===== src/hw/rtl/round_robin_task_scheduler_assert.svh =====
// Assertion macros used by the scheduler top level.
`ifndef ROUND_ROBIN_TASK_SCHEDULER_ASSERT_SVH
`define ROUND_ROBIN_TASK_SCHEDULER_ASSERT_SVH

// Same-cycle implication, disabled while reset is asserted.
`define RRTS_ASSERT_IMP(label, clk, rst_n, ante, cons) \
    label: assert property (@(posedge clk) disable iff (!(rst_n)) (ante) |-> (cons)) \
        else $error("assertion failed: label");

// Next-cycle implication, disabled while reset is asserted.
`define RRTS_ASSERT_NXT(label, clk, rst_n, ante, cons) \
    label: assert property (@(posedge clk) disable iff (!(rst_n)) (ante) |=> (cons)) \
        else $error("assertion failed: label");

`endif


===== src/hw/rtl/rrts_pkg.sv =====
// Shared types, codes and constants of the round-robin task scheduler.
package rrts_pkg;

    localparam int MAX_TASKS_DEF = 16;

    // Index and count fields in the shared structs are sized for the largest table.
    localparam int IDX_W = 8;
    localparam int CNT_W = 9;

    typedef enum logic [2:0] {
        CMD_TICK     = 3'd0,
        CMD_ADD      = 3'd1,
        CMD_KILL     = 3'd2,
        CMD_KILL_CUR = 3'd3,
        CMD_START    = 3'd4,
        CMD_STOP     = 3'd5,
        CMD_CONT     = 3'd6
    } t_cmd;

    localparam logic [1:0] STAT_DONE    = 2'd0;
    localparam logic [1:0] STAT_FULL    = 2'd1;
    localparam logic [1:0] STAT_IGNORED = 2'd2;

    typedef enum logic {
        ST_IDLE,
        ST_SCAN
    } t_state;

    typedef enum logic [1:0] {
        SCAN_FIND,
        SCAN_KILL,
        SCAN_LOAD
    } t_scan_op;

    typedef struct packed {
        logic [2:0]  command;
        logic [7:0]  task_pid;
        logic [15:0] quantum;
    } t_in;

    typedef struct packed {
        logic [1:0]  status;
        logic        switched;
        logic        running;
        logic [3:0]  current_slot;
        logic        current_valid;
        logic [7:0]  current_pid;
    } t_out;

    // Broadcast write into the slot cells.
    typedef struct packed {
        logic             wr_all;
        logic             wr_elapsed;
        logic [IDX_W-1:0] addr;
        logic [7:0]       pid;
        logic [15:0]      quantum;
        logic [15:0]      elapsed;
    } t_wr;

    // Sweep control, held steady while a packet walks the chain.
    typedef struct packed {
        t_scan_op         op;
        logic [IDX_W-1:0] key;
        logic [IDX_W-1:0] base;
        logic [CNT_W-1:0] count;
    } t_scan;

    // Packet handed from cell to cell, one cell per cycle.
    typedef struct packed {
        logic             valid;
        logic             hit_a;
        logic [IDX_W-1:0] idx_a;
        logic             hit_b;
        logic [IDX_W-1:0] idx_b;
        logic [7:0]       pid;
        logic [15:0]      quantum;
        logic [15:0]      elapsed;
    } t_pkt;

endpackage


===== src/hw/rtl/rrts_cell.sv =====
// One task slot of the scheduler chain: slot storage plus one packet stage.
module rrts_cell #(
    parameter int INDEX = 0
) (
    input  logic           i_clk,
    input  logic           i_rst_n,
    input  rrts_pkg::t_wr   i_wr,
    input  rrts_pkg::t_scan i_scan,
    input  rrts_pkg::t_pkt  i_pkt,
    output rrts_pkg::t_pkt  o_pkt
);

    localparam logic [rrts_pkg::IDX_W-1:0] MY_IDX = rrts_pkg::IDX_W'(INDEX);
    localparam logic [rrts_pkg::CNT_W-1:0] MY_CNT = rrts_pkg::CNT_W'(INDEX);

    logic [7:0]     r_pid, n_pid;
    logic           r_alive, n_alive;
    logic [15:0]    r_quantum, n_quantum;
    logic [15:0]    r_elapsed, n_elapsed;
    rrts_pkg::t_pkt r_pkt, n_pkt;

    logic wr_hit;
    logic in_range;
    logic alive_eff;

    assign wr_hit    = (i_wr.addr == MY_IDX);
    assign in_range  = (MY_CNT < i_scan.count);
    assign alive_eff = r_alive && in_range;

    always_comb begin
        n_pid     = r_pid;
        n_alive   = r_alive;
        n_quantum = r_quantum;
        n_elapsed = r_elapsed;
        n_pkt     = i_pkt;

        if (wr_hit && i_wr.wr_all) begin
            n_pid     = i_wr.pid;
            n_alive   = 1'b1;
            n_quantum = i_wr.quantum;
            n_elapsed = i_wr.elapsed;
        end
        if (wr_hit && i_wr.wr_elapsed) begin
            n_elapsed = i_wr.elapsed;
        end

        if (i_pkt.valid) begin
            unique case (i_scan.op)
                rrts_pkg::SCAN_FIND: begin
                    // Slot a: first alive after the base; slot b: first alive up to it.
                    if (alive_eff && (MY_IDX > i_scan.base) && !i_pkt.hit_a) begin
                        n_pkt.hit_a = 1'b1;
                        n_pkt.idx_a = MY_IDX;
                    end
                    if (alive_eff && (MY_IDX <= i_scan.base) && !i_pkt.hit_b) begin
                        n_pkt.hit_b = 1'b1;
                        n_pkt.idx_b = MY_IDX;
                    end
                end
                rrts_pkg::SCAN_KILL: begin
                    if (in_range && (r_pid == i_scan.key[7:0]) && !i_pkt.hit_a) begin
                        n_pkt.hit_a = 1'b1;
                        n_alive     = 1'b0;
                    end
                end
                rrts_pkg::SCAN_LOAD: begin
                    if (i_scan.key == MY_IDX) begin
                        n_pkt.pid     = r_pid;
                        n_pkt.quantum = r_quantum;
                        n_pkt.elapsed = r_elapsed;
                    end
                end
                default: begin
                end
            endcase
        end
    end

    always_ff @(posedge i_clk) begin
        r_pid     <= n_pid;
        r_alive   <= n_alive;
        r_quantum <= n_quantum;
        r_elapsed <= n_elapsed;
        if (!i_rst_n) begin
            r_pkt <= '0;
        end else begin
            r_pkt <= n_pkt;
        end
    end

    assign o_pkt = r_pkt;

endmodule


===== src/hw/rtl/rrts_ctrl.sv =====
// Scheduler control: command decode, current-task registers and sweep sequencing.
module rrts_ctrl #(
    parameter int MAX_TASKS = rrts_pkg::MAX_TASKS_DEF
) (
    input  logic            i_clk,
    input  logic            i_rst_n,
    input  logic            i_in_valid,
    output logic            o_in_stall,
    input  rrts_pkg::t_in   i_in_data,
    output logic            o_out_valid,
    input  logic            i_out_stall,
    output rrts_pkg::t_out  o_out_data,
    output rrts_pkg::t_wr   o_wr,
    output rrts_pkg::t_scan o_scan,
    output rrts_pkg::t_pkt  o_launch,
    input  rrts_pkg::t_pkt  i_result
);

    localparam int IW = $clog2(MAX_TASKS);
    localparam int CW = $clog2(MAX_TASKS + 1);
    localparam int KW = (CW > 8) ? CW : 8;

    rrts_pkg::t_state   r_state, n_state;
    logic [CW-1:0]      r_count, n_count;
    logic [IW-1:0]      r_cur_idx, n_cur_idx;
    logic               r_cur_set, n_cur_set;
    logic               r_active, n_active;
    logic [7:0]         r_cur_pid, n_cur_pid;
    logic [15:0]        r_cur_quantum, n_cur_quantum;
    logic [15:0]        r_cur_elapsed, n_cur_elapsed;
    rrts_pkg::t_scan_op r_scan_op, n_scan_op;
    logic [7:0]         r_key, n_key;
    logic               r_launch_v, n_launch_v;
    logic               r_switched, n_switched;
    logic               r_kill_cur, n_kill_cur;
    logic               r_out_valid, n_out_valid;
    rrts_pkg::t_out     r_out_data, n_out_data;

    logic          accept;
    logic          has_cur;
    logic          fire;
    logic [1:0]    status_v;
    logic [CW-1:0] wrap_idx;
    logic [IW+3:0] slot_ext;

    assign o_in_stall = (r_state != rrts_pkg::ST_IDLE) || (r_out_valid && i_out_stall);
    assign accept     = i_in_valid && !o_in_stall;
    assign has_cur    = r_cur_set && (CW'(r_cur_idx) < r_count);
    assign wrap_idx   = CW'(r_cur_idx) + CW'(1);

    always_comb begin
        n_state       = r_state;
        n_count       = r_count;
        n_cur_idx     = r_cur_idx;
        n_cur_set     = r_cur_set;
        n_active      = r_active;
        n_cur_pid     = r_cur_pid;
        n_cur_quantum = r_cur_quantum;
        n_cur_elapsed = r_cur_elapsed;
        n_scan_op     = r_scan_op;
        n_key         = r_key;
        n_launch_v    = 1'b0;
        n_switched    = r_switched;
        n_kill_cur    = r_kill_cur;
        n_out_valid   = r_out_valid && i_out_stall;
        n_out_data    = r_out_data;
        o_wr          = '0;
        fire          = 1'b0;
        status_v      = rrts_pkg::STAT_IGNORED;

        unique case (r_state)
            rrts_pkg::ST_IDLE: begin
                if (accept) begin
                    fire       = 1'b1;
                    n_switched = 1'b0;
                    unique case (i_in_data.command)
                        rrts_pkg::CMD_TICK: begin
                            if (r_active && has_cur) begin
                                status_v = rrts_pkg::STAT_DONE;
                                if (r_cur_elapsed > r_cur_quantum) begin
                                    n_cur_elapsed   = '0;
                                    o_wr.wr_elapsed = 1'b1;
                                    o_wr.addr       = rrts_pkg::IDX_W'(r_cur_idx);
                                    o_wr.elapsed    = '0;
                                    n_scan_op       = rrts_pkg::SCAN_FIND;
                                    n_launch_v      = 1'b1;
                                    n_state         = rrts_pkg::ST_SCAN;
                                    fire            = 1'b0;
                                end else if (r_cur_elapsed != 16'hFFFF) begin
                                    n_cur_elapsed   = r_cur_elapsed + 16'd1;
                                    o_wr.wr_elapsed = 1'b1;
                                    o_wr.addr       = rrts_pkg::IDX_W'(r_cur_idx);
                                    o_wr.elapsed    = r_cur_elapsed + 16'd1;
                                end
                            end
                        end
                        rrts_pkg::CMD_ADD: begin
                            if (r_count == CW'(MAX_TASKS)) begin
                                status_v = rrts_pkg::STAT_FULL;
                            end else begin
                                o_wr.wr_all  = 1'b1;
                                o_wr.addr    = rrts_pkg::IDX_W'(r_count[IW-1:0]);
                                o_wr.pid     = i_in_data.task_pid;
                                o_wr.quantum = i_in_data.quantum;
                                o_wr.elapsed = '0;
                                n_count      = r_count + CW'(1);
                                status_v     = rrts_pkg::STAT_DONE;
                            end
                        end
                        rrts_pkg::CMD_KILL: begin
                            if (KW'(i_in_data.task_pid) < KW'(r_count)) begin
                                n_scan_op  = rrts_pkg::SCAN_KILL;
                                n_key      = i_in_data.task_pid;
                                n_kill_cur = 1'b0;
                                n_launch_v = 1'b1;
                                n_state    = rrts_pkg::ST_SCAN;
                                fire       = 1'b0;
                            end
                        end
                        rrts_pkg::CMD_KILL_CUR: begin
                            if (has_cur) begin
                                n_active = 1'b1;
                                status_v = rrts_pkg::STAT_DONE;
                                if (KW'(r_cur_pid) < KW'(r_count)) begin
                                    n_scan_op  = rrts_pkg::SCAN_KILL;
                                    n_key      = r_cur_pid;
                                    n_kill_cur = 1'b1;
                                    n_launch_v = 1'b1;
                                    n_state    = rrts_pkg::ST_SCAN;
                                    fire       = 1'b0;
                                end
                            end
                        end
                        rrts_pkg::CMD_START: begin
                            if (r_count != '0) begin
                                n_cur_idx  = '0;
                                n_cur_set  = 1'b1;
                                n_active   = 1'b1;
                                n_scan_op  = rrts_pkg::SCAN_LOAD;
                                n_key      = '0;
                                n_launch_v = 1'b1;
                                n_state    = rrts_pkg::ST_SCAN;
                                fire       = 1'b0;
                            end
                        end
                        rrts_pkg::CMD_STOP: begin
                            n_active = 1'b0;
                            status_v = rrts_pkg::STAT_DONE;
                        end
                        rrts_pkg::CMD_CONT: begin
                            if (r_cur_set && (r_count != '0)) begin
                                n_active = 1'b1;
                                status_v = rrts_pkg::STAT_DONE;
                            end
                        end
                        default: begin
                        end
                    endcase
                end
            end
            rrts_pkg::ST_SCAN: begin
                if (i_result.valid) begin
                    unique case (r_scan_op)
                        rrts_pkg::SCAN_FIND: begin
                            // Round-robin order: slots after the current one, then from zero.
                            if (i_result.hit_a) begin
                                n_cur_idx  = i_result.idx_a[IW-1:0];
                                n_switched = 1'b1;
                            end else if (i_result.hit_b) begin
                                n_cur_idx  = i_result.idx_b[IW-1:0];
                                n_switched = 1'b1;
                            end else begin
                                n_cur_idx = (wrap_idx >= r_count) ? '0 : wrap_idx[IW-1:0];
                                n_active  = 1'b0;
                            end
                            n_scan_op  = rrts_pkg::SCAN_LOAD;
                            n_key      = 8'(n_cur_idx);
                            n_launch_v = 1'b1;
                        end
                        rrts_pkg::SCAN_LOAD: begin
                            n_cur_pid     = i_result.pid;
                            n_cur_quantum = i_result.quantum;
                            n_cur_elapsed = i_result.elapsed;
                            status_v      = rrts_pkg::STAT_DONE;
                            fire          = 1'b1;
                            n_state       = rrts_pkg::ST_IDLE;
                        end
                        rrts_pkg::SCAN_KILL: begin
                            status_v = (r_kill_cur || i_result.hit_a) ? rrts_pkg::STAT_DONE
                                                                       : rrts_pkg::STAT_IGNORED;
                            fire     = 1'b1;
                            n_state  = rrts_pkg::ST_IDLE;
                        end
                        default: begin
                        end
                    endcase
                end
            end
            default: begin
                n_state = rrts_pkg::ST_IDLE;
            end
        endcase

        slot_ext = (IW + 4)'(n_cur_idx);
        if (fire) begin
            n_out_valid                = 1'b1;
            n_out_data.status          = status_v;
            n_out_data.switched        = n_switched;
            n_out_data.running         = n_active;
            n_out_data.current_slot    = n_cur_set ? slot_ext[3:0] : 4'd0;
            n_out_data.current_valid   = n_cur_set;
            n_out_data.current_pid     = n_cur_set ? n_cur_pid : 8'd0;
        end
    end

    always_ff @(posedge i_clk) begin
        if (!i_rst_n) begin
            r_state     <= rrts_pkg::ST_IDLE;
            r_count     <= '0;
            r_cur_idx   <= '0;
            r_cur_set   <= 1'b0;
            r_active    <= 1'b0;
            r_launch_v  <= 1'b0;
            r_out_valid <= 1'b0;
        end else begin
            r_state     <= n_state;
            r_count     <= n_count;
            r_cur_idx   <= n_cur_idx;
            r_cur_set   <= n_cur_set;
            r_active    <= n_active;
            r_launch_v  <= n_launch_v;
            r_out_valid <= n_out_valid;
        end
    end

    always_ff @(posedge i_clk) begin
        r_cur_pid     <= n_cur_pid;
        r_cur_quantum <= n_cur_quantum;
        r_cur_elapsed <= n_cur_elapsed;
        r_scan_op     <= n_scan_op;
        r_key         <= n_key;
        r_switched    <= n_switched;
        r_kill_cur    <= n_kill_cur;
        r_out_data    <= n_out_data;
    end

    always_comb begin
        o_scan.op    = r_scan_op;
        o_scan.key   = rrts_pkg::IDX_W'(r_key);
        o_scan.base  = rrts_pkg::IDX_W'(r_cur_idx);
        o_scan.count = rrts_pkg::CNT_W'(r_count);
        o_launch       = '0;
        o_launch.valid = r_launch_v;
    end

    assign o_out_valid = r_out_valid;
    assign o_out_data  = r_out_data;

endmodule


===== src/hw/rtl/round_robin_task_scheduler.sv =====
// Top level of the round-robin task scheduler: control plus a chain of slot cells.
//
//  channel | direction | handshake                   | payload
//  --------+-----------+-----------------------------+----------------------------
//  command | in        | i_in_valid / o_in_stall     | i_in_data  (rrts_pkg::t_in)
//  result  | out       | o_out_valid / i_out_stall   | o_out_data (rrts_pkg::t_out)
//
// Add, stop, continue, ignored commands and non-expiring ticks finish without a chain sweep.
// Start, and a kill or kill-current whose pid is below the task count, send one packet
// down the slot chain.
// A tick that expires the quantum takes two chain sweeps, a find and then a load.
// The chain has one cell per slot.
// Reset is synchronous and needs no clearing pass; slot contents are not reset and are ignored until added.
// A command is taken while idle and the result register is empty or being read in that cycle.
module round_robin_task_scheduler #(
    parameter int MAX_TASKS = rrts_pkg::MAX_TASKS_DEF
) (
    input  logic           i_clk,
    input  logic           i_rst_n,
    input  logic           i_in_valid,
    output logic           o_in_stall,
    input  rrts_pkg::t_in  i_in_data,
    output logic           o_out_valid,
    input  logic           i_out_stall,
    output rrts_pkg::t_out o_out_data
);

    `include "round_robin_task_scheduler_assert.svh"

    rrts_pkg::t_wr   w_wr;
    rrts_pkg::t_scan w_scan;
    rrts_pkg::t_pkt  w_chain [0:MAX_TASKS];
    logic [MAX_TASKS:0] w_pkt_valid;

    rrts_ctrl #(
        .MAX_TASKS(MAX_TASKS)
    ) u_ctrl (
        .i_clk       (i_clk),
        .i_rst_n     (i_rst_n),
        .i_in_valid  (i_in_valid),
        .o_in_stall  (o_in_stall),
        .i_in_data   (i_in_data),
        .o_out_valid (o_out_valid),
        .i_out_stall (i_out_stall),
        .o_out_data  (o_out_data),
        .o_wr        (w_wr),
        .o_scan      (w_scan),
        .o_launch    (w_chain[0]),
        .i_result    (w_chain[MAX_TASKS])
    );

    for (genvar g = 0; g < MAX_TASKS; g++) begin : g_cell
        rrts_cell #(
            .INDEX(g)
        ) u_cell (
            .i_clk   (i_clk),
            .i_rst_n (i_rst_n),
            .i_wr    (w_wr),
            .i_scan  (w_scan),
            .i_pkt   (w_chain[g]),
            .o_pkt   (w_chain[g+1])
        );
    end

    for (genvar v = 0; v <= MAX_TASKS; v++) begin : g_valid
        assign w_pkt_valid[v] = w_chain[v].valid;
    end

    // Only one sweep packet is ever in the chain.
    `RRTS_ASSERT_IMP(a_one_packet, i_clk, i_rst_n, 1'b1, $onehot0(w_pkt_valid))
    // While a packet walks the chain, no new command is taken.
    `RRTS_ASSERT_IMP(a_stall_in_sweep, i_clk, i_rst_n, |w_pkt_valid, o_in_stall)
    // A command is never taken while a stalled result would be overwritten.
    `RRTS_ASSERT_IMP(a_no_overwrite, i_clk, i_rst_n, i_in_valid && !o_in_stall,
                     !o_out_valid || !i_out_stall)
    // Without a current task the slot and pid fields read zero.
    `RRTS_ASSERT_IMP(a_no_cur_zero, i_clk, i_rst_n,
                     o_out_valid && !o_out_data.current_valid,
                     (o_out_data.current_slot == 4'd0) && (o_out_data.current_pid == 8'd0))

endmodule


===== config.mk =====
export PLATFORM = sky130hd
export DESIGN_NAME = round_robin_task_scheduler
export DESIGN_NICKNAME = d
export VERILOG_FILES = /design/src/hw/rtl/rrts_pkg.sv /design/src/hw/rtl/rrts_cell.sv /design/src/hw/rtl/rrts_ctrl.sv /design/src/hw/rtl/round_robin_task_scheduler.sv
export VERILOG_INCLUDE_DIRS = /design/src /design/src/hw/rtl
export SDC_FILE = /design/constraint.sdc
export NUM_CORES = 2
export LEC_CHECK = 0
export BUFFER_PORTS_ARGS = -buffer_cell sky130_fd_sc_hd__buf_2
export CAP_MARGIN = 30
export CELL_PAD_IN_SITES_DETAIL_PLACEMENT = 0
export CELL_PAD_IN_SITES_GLOBAL_PLACEMENT = 1
export CORE_UTILIZATION = 50
export CTS_CLUSTER_DIAMETER = 200
export DETAILED_ROUTE_END_ITERATION = 6
export MAX_ROUTING_LAYER = met4
export PLACE_DENSITY_LB_ADDON = 0.1
export SLEW_MARGIN = 20
export SYNTH_ARGS = -nofsm -noshare
export SYNTH_HDL_FRONTEND = slang
export SYNTH_HIERARCHICAL = 1
export SYNTH_SLANG_ARGS = --single-unit

===== constraint.sdc =====
create_clock -name i_clk -period 9.3 [get_ports i_clk]
set_input_delay 0.93 -clock i_clk [delete_from_list [all_inputs] [get_ports i_clk]]
set_output_delay 0.93 -clock i_clk [all_outputs]
set_load 0.05 [all_outputs]

Word level (Yosys, flattened, before mapping)
Index checks and enable logic that the tools add are counted.

Register bits: 1675. Bits of input ports: 31.

Add/sub/neg operators: 3. $lt $le $gt $ge: 53. Eq/ne operators: 74. Muxes and demuxes: 335. Bitwise operators: 2. Reductions and logical operators: 211.

Operator list (count): $mux W40 (30); $mux W58 (15); $mux W16 (42); $mux W9 (35); $mux W17 (15); $logic_and A1 B1 Y1 (146); $eq A8 B4 Y1 const B (16); $eq A8 B8 Y1 (16); $mux W1 (125); $mux W50 (2); $mux W8 (10); $eq A8 B3 Y1 const B (8); $pmux W16 S2 (2); $mux W44 (1); $pmux W1 S2 (22); $lt A4 B5 Y1 const A (8); $reduce_bool A2 Y1 (17); $eq A8 B2 Y1 const B (4); $gt A4 B4 Y1 const A (8); $le A4 B4 Y1 const A (8); $mux W4 (8); $pmux W8 S2 (2); $logic_not A1 Y1 (31); $mux W2 (15); other kinds (50) (92).

Longest topological paths before layout
Word-level depth: 13. Depth in mapped cells: 13.

Cells and area by module
Netlist, hierarchy kept.

Modules (own cells, without submodules): rrts_ctrl (instances 1, cells each 585, area an instance 5454.0 µm²); rrts_cell at g_cell[10].u_cell (instances 1, cells each 256, area an instance 3562.2 µm²); rrts_cell at g_cell[15].u_cell (instances 1, cells each 247, area an instance 3522.1 µm²); rrts_cell at g_cell[1].u_cell (instances 1, cells each 245, area an instance 3522.1 µm²); rrts_cell at g_cell[7].u_cell (instances 1, cells each 244, area an instance 3502.1 µm²); rrts_cell at g_cell[8].u_cell (instances 1, cells each 246, area an instance 3495.9 µm²); rrts_cell at g_cell[4].u_cell (instances 1, cells each 248, area an instance 3484.6 µm²); rrts_cell at g_cell[0].u_cell (instances 1, cells each 239, area an instance 3465.8 µm²); rrts_cell at g_cell[13].u_cell (instances 1, cells each 251, area an instance 3460.8 µm²); rrts_cell at g_cell[14].u_cell (instances 1, cells each 251, area an instance 3452.1 µm²); rrts_cell at g_cell[11].u_cell (instances 1, cells each 249, area an instance 3430.8 µm²); rrts_cell at g_cell[5].u_cell (instances 1, cells each 250, area an instance 3429.5 µm²); rrts_cell at g_cell[6].u_cell (instances 1, cells each 252, area an instance 3429.5 µm²); rrts_cell at g_cell[3].u_cell (instances 1, cells each 257, area an instance 3422.0 µm²); 3 more rows.

Worst setup path after synthesis
OpenSTA, ideal clock, no wires.

Path kind: register to register. Start: reg u_ctrl.r_count[1]. End: reg g_cell[12].u_cell.r_pid[0], enable pin. Library setup time: 406 ps. Data arrival time: 4314 ps. Data required time: 8894 ps. Slack: 4580 ps. Cell stages (with the launch flop): 12. Buffers on the path: 0. Period minus slack after synthesis: 4720 ps. Cells stage by stage: dfxtp_1 -> inv_1 -> ha_1 -> nor2b_1 -> o2111ai_1 -> o211ai_1 -> nor2_1 -> nand2_1 -> a21oi_1 -> a22o_1 -> nand4_1 -> nor2_1.

RTL lines: start: declaration (line rrts_ctrl.sv:24) `logic [CW-1:0] r_count, n_count;`; start signal: assignment (line rrts_ctrl.sv:227) `r_count <= n_count;`; end signal: assignment (line rrts_cell.sv:80) `r_pid <= n_pid;`; end: declaration (line rrts_cell.sv:16) `logic [7:0] r_pid, n_pid;`.

==> report_table.html <==
<table>
<tr><th>Metric</th><th>Value</th></tr>
<tr><th colspan="2">Floorplanning</th></tr>
<tr><td>Ports placed on the boundary</td><td>50</td></tr>
<tr><td>Core Region</td><td>113000 sq um</td></tr>
<tr><td>Row count</td><td>123</td></tr>
<tr><td>Width of the die</td><td>341 um</td></tr>
<tr><td>Initial Utilization</td><td>0.507</td></tr>
<tr><td>Die ar.</td><td>116000 sq um</td></tr>
<tr><td>Die height</td><td>341 um</td></tr>
<tr><th colspan="2">Power and ir drop</th></tr>
<tr><td>P_int</td><td>11.2 mW</td></tr>
<tr><td>Portion of total power attributed to sequential cells</td><td>0.512</td></tr>
<tr><td>Clock Power Share</td><td>0.466</td></tr>
<tr><td>Static leakage</td><td>26.8 nW</td></tr>
<tr><td>Post-route total power</td><td>14.0 mW</td></tr>
<tr><td>Combinational fraction of design power</td><td>0.021</td></tr>
<tr><td>Peak supply drop</td><td>0.000173 V</td></tr>
<tr><td>Reported net switching power</td><td>2.73 mW</td></tr>
<tr><td>Switching power as a share of total power</td><td>0.196</td></tr>
<tr><td>Power Dens Cells</td><td>216 nW/um^2</td></tr>
<tr><th colspan="2">Critical path</th></tr>
<tr><td>Slowest-stage cell, CP</td><td>sky130_fd_sc_hd__a22o_1</td></tr>
<tr><td>Max incr delay on CP</td><td>0.79 ns</td></tr>
<tr><td>Crit path launch type</td><td>flip-flop</td></tr>
<tr><td>Top fanout value on the critical path</td><td>21</td></tr>
<tr><td>Count of cell instances traversed by the critical path</td><td>12</td></tr>
<tr><td>Startpoint of the lowest-slack register-to-register path</td><td>u_ctrl/r_count[1]$_SDFFE_PN0P_</td></tr>
<tr><td>Buffers and inverters on the worst path</td><td>2</td></tr>
<tr><td>Launching element of the worst setup path</td><td>u_ctrl/r_count[1]$_SDFFE_PN0P_</td></tr>
<tr><td>Worst reg2reg path depth</td><td>12</td></tr>
<tr><td>Worst Path Arrival</td><td>5.50 ns</td></tr>
<tr><td>Top cell family by delay on the critical path</td><td>compound AO/OA/AOI/OAI gates</td></tr>
<tr><td>Worst setup EP type</td><td>flip-flop</td></tr>
<tr><td>Start-to-end type of the worst setup path</td><td>flip-flop to flip-flop</td></tr>
<tr><td>Crit-path cells</td><td>inv_1, ha_1, nor2b_1, o2111ai_1, o211ai_1, nor2_1, nand2_1, a21oi_2, buf_4, a22o_1, nor4b_1, o211a_1</td></tr>
<tr><td>WP data required</td><td>9.66 ns</td></tr>
<tr><th colspan="2">Clock tree</th></tr>
<tr><td>Setup fix buffers added after clock tree synthesis</td><td>0</td></tr>
<tr><td>Number of sinks handled by clock tree synthesis</td><td>1555</td></tr>
<tr><td>Number of CTS-inserted buffers</td><td>158</td></tr>
<tr><td>Library cell used as clock root buffer</td><td>sky130_fd_sc_hd__clkbuf_16</td></tr>
<tr><td>Clock-pin slew on the worst setup and hold paths</td><td>0.06 ns</td></tr>
<tr><td>Clock Latency Late Sink</td><td>0.74 ns</td></tr>
<tr><td>Hold buffer count at CTS</td><td>0</td></tr>
<tr><td>CTS tree</td><td>done</td></tr>
<tr><td>Count of instances resized after the clock tree is built</td><td>0</td></tr>
<tr><td>Max clock buf depth</td><td>3</td></tr>
<tr><td>Clock H-tree levels</td><td>4</td></tr>
<tr><th colspan="2">Detailed routing</th></tr>
<tr><td>Total via count after detailed routing</td><td>30448</td></tr>
<tr><td>Drt drc</td><td>0</td></tr>
<tr><td>Met3 routed wirelength</td><td>5.44 mm</td></tr>
<tr><td>Post-detailed-route wirelength per cell</td><td>18.8 um</td></tr>
<tr><td>Met2 wire len</td><td>51.9 mm</td></tr>
<tr><td>Drt initial violations</td><td>1706</td></tr>
<tr><td>Via-to-Cell Ratio</td><td>5.00</td></tr>
<tr><td>Drt first pass iters</td><td>5</td></tr>
<tr><td>Post-route ant nets</td><td>0</td></tr>
<tr><td>Detailed-routing wirelength on met1</td><td>54.4 mm</td></tr>
<tr><td>Wire length after detailed routing</td><td>114 mm</td></tr>
<tr><td>Topmost layer with routed signal wires</td><td>met4</td></tr>
<tr><th colspan="2">Hold path</th></tr>
<tr><td>Worst hold path type</td><td>flip-flop to flip-flop</td></tr>
<tr><td>Worst Min Path Start</td><td>g_cell[15].u_cell/o_pkt[19]$_SDFF_PN0_</td></tr>
<tr><td>Hold Path Cell Cnt</td><td>0</td></tr>
<tr><th colspan="2">GRT</th></tr>
<tr><td>Final global-route overflow total</td><td>0</td></tr>
<tr><td>Largest net degree at the start of global routing</td><td>119</td></tr>
<tr><td>GRT Util Overall</td><td>0.206</td></tr>
<tr><td>Number of global-route vias before repair</td><td>30640</td></tr>
<tr><td>Number of antenna violations at the first check in global routing</td><td>1</td></tr>
<tr><td>Global-route wire length before repair</td><td>180 mm</td></tr>
<tr><th colspan="2">Timing</th></tr>
<tr><td>Worst clock skew</td><td>0.0263 ns</td></tr>
<tr><td>Setup ws final</td><td>4.16 ns</td></tr>
<tr><td>Final hold violation count</td><td>0</td></tr>
<tr><td>Least-Margin Pin Slew</td><td>1.05 ns</td></tr>
<tr><td>Maximum operating frequency</td><td>195 MHz</td></tr>
<tr><td>Clock period minus final worst setup slack</td><td>5.14 ns</td></tr>
<tr><td>Setup-failing EPs final</td><td>0</td></tr>
<tr><td>Post-route clock period utilization</td><td>0.553</td></tr>
<tr><td>Setup repair after global routing missed its margin</td><td>false</td></tr>
<tr><td>Accumulated negative setup slack</td><td>0 ns</td></tr>
<tr><td>Final slew viol count</td><td>0</td></tr>
<tr><td>Worst slew slack as a fraction of its limit</td><td>0.291</td></tr>
<tr><th colspan="2">Placement</th></tr>
<tr><td>Half-perimeter wire length after placement</td><td>76.9 mm</td></tr>
<tr><td>Gp weighted congestion</td><td>0.831</td></tr>
<tr><td>Cell area reported after detailed placement</td><td>59200 sq um</td></tr>
<tr><td>Quantity of I/O buffers inserted on ports</td><td>49</td></tr>
<tr><td>Minimum setup slack after placement</td><td>3.93 ns</td></tr>
<tr><th colspan="2">Synthesis</th></tr>
<tr><td>Gate Count Post-Synth</td><td>4343</td></tr>
<tr><td>Total of warnings raised by yosys</td><td>6</td></tr>
<tr><td>Area of the mapped netlist</td><td>57400 sq um</td></tr>
<tr><td>Mean post-synth cell area</td><td>13.2 sq um</td></tr>
<tr><th colspan="2">Final layout</th></tr>
<tr><td>Final non-filler cell area</td><td>64700 sq um</td></tr>
<tr><td>Final nets</td><td>4529</td></tr>
<tr><td>Fill cell total of the finished layout</td><td>9263</td></tr>
<tr><td>Layout area overhead</td><td>12.8%</td></tr>
<tr><td>Total area of multi-input combinational cells</td><td>18000 sq um</td></tr>
<tr><td>Layout cells sized above 1</td><td>0.105</td></tr>
<tr><td>FF/Latch Area</td><td>38100 sq um</td></tr>
<tr><th colspan="2">Run</th></tr>
<tr><td>Number of maximum-capacitance violations</td><td>0</td></tr>
<tr><th colspan="2">Status</th></tr>
<tr><td>Run status</td><td>completed</td></tr>
</table>
cells in the final DEF, fill, tap and decap left out, drive strengths merged, types with 7 or more instances in the layout:
cell / instances
a211o: 7
a21boi: 8
a21o: 8
a21oi: 93
a2bb2oi: 11
a31oi: 13
and2: 101
and3: 41
and4b: 8
buf: 130
bufinv: 18
clkbuf: 225
clkinv: 46
conb: 62
dfxtp: 855
edfxtp: 700
ha: 40
inv: 74
mux2: 8
mux2i: 600
nand2: 164
nand2b: 14
nand3: 54
nand4: 30
nand4b: 7
nor2: 415
nor2b: 310
nor3: 49
nor4: 46
nor4b: 12
nor4bb: 15
o211a: 12
o21a: 81
o21ai: 46
o31a: 13
o31ai: 11
or3: 9
or4: 28
xnor2: 141
xor2: 8
layer usage:
layer  up-vias  global-route usage
li1      15434                   -
met1     14262               0.281
met2       581               0.318
met3       171              0.0328
met4         0              0.0603
met5         -                   -
power groups by stage:
stage          logic (mW)  clock network (mW)  registers [mW]
2_1_floorplan       0.193                   0            7.32
4_1_cts             0.295                6.67            7.15
3_5_place_dp        0.294                   0            7.30
6_report            0.299                6.51            7.15
5_1_grt             0.327                6.94            7.15
3_3_place_gp        0.291                   0            7.30
metrics by stage:
step | instances | util | hold slack, ns
detailed placement | 5797 | 0.523 | 0.389
floorplan | 4404 | - | 0.386
finish | 6088 | 0.572 | 0.398
CTS | 6086 | 0.572 | 0.399
global route | 6088 | 0.572 | 0.401
global placement | 5788 | 0.522 | 0.389
registers in the layout, indices dropped and copies added (netlist names), 16 cells and up:
register / cells
u_ctrl/o_out_data: 17
u_ctrl/r_cur_quantum: 16
g_cell.u_cell/r_pid: 128
g_cell.u_cell/r_elapsed: 256
u_ctrl/r_cur_elapsed: 16
g_cell.u_cell/o_pkt: 816
g_cell.u_cell/r_quantum: 256
g_cell.u_cell/r_alive: 16
cell type report:
cell class,instances,share of cell area
Antenna cell,1,0.0000387
Clock buffer,225,0.0723
Clock inverter,64,0.0127
Inverter,78,0.00453
Multi-Input combinational cell,2535,0.278
Sequential cell,1555,0.590
Tap cell,1500,0.0290
Timing Repair Buffer,130,0.0142
path summary, 6_finish.rpt:
kind	to	slack, ns
max	g_cell[1].u_cell/r_elapsed[5]$_DFFE_PP_	4.16
min	u_ctrl/r_cur_quantum[3]$_DFFE_PP_	0.40
max reg2reg	g_cell[1].u_cell/r_elapsed[5]$_DFFE_PP_	4.16
min reg2reg	u_ctrl/r_cur_quantum[3]$_DFFE_PP_	0.40
Power figures use the tool's default switching activity.
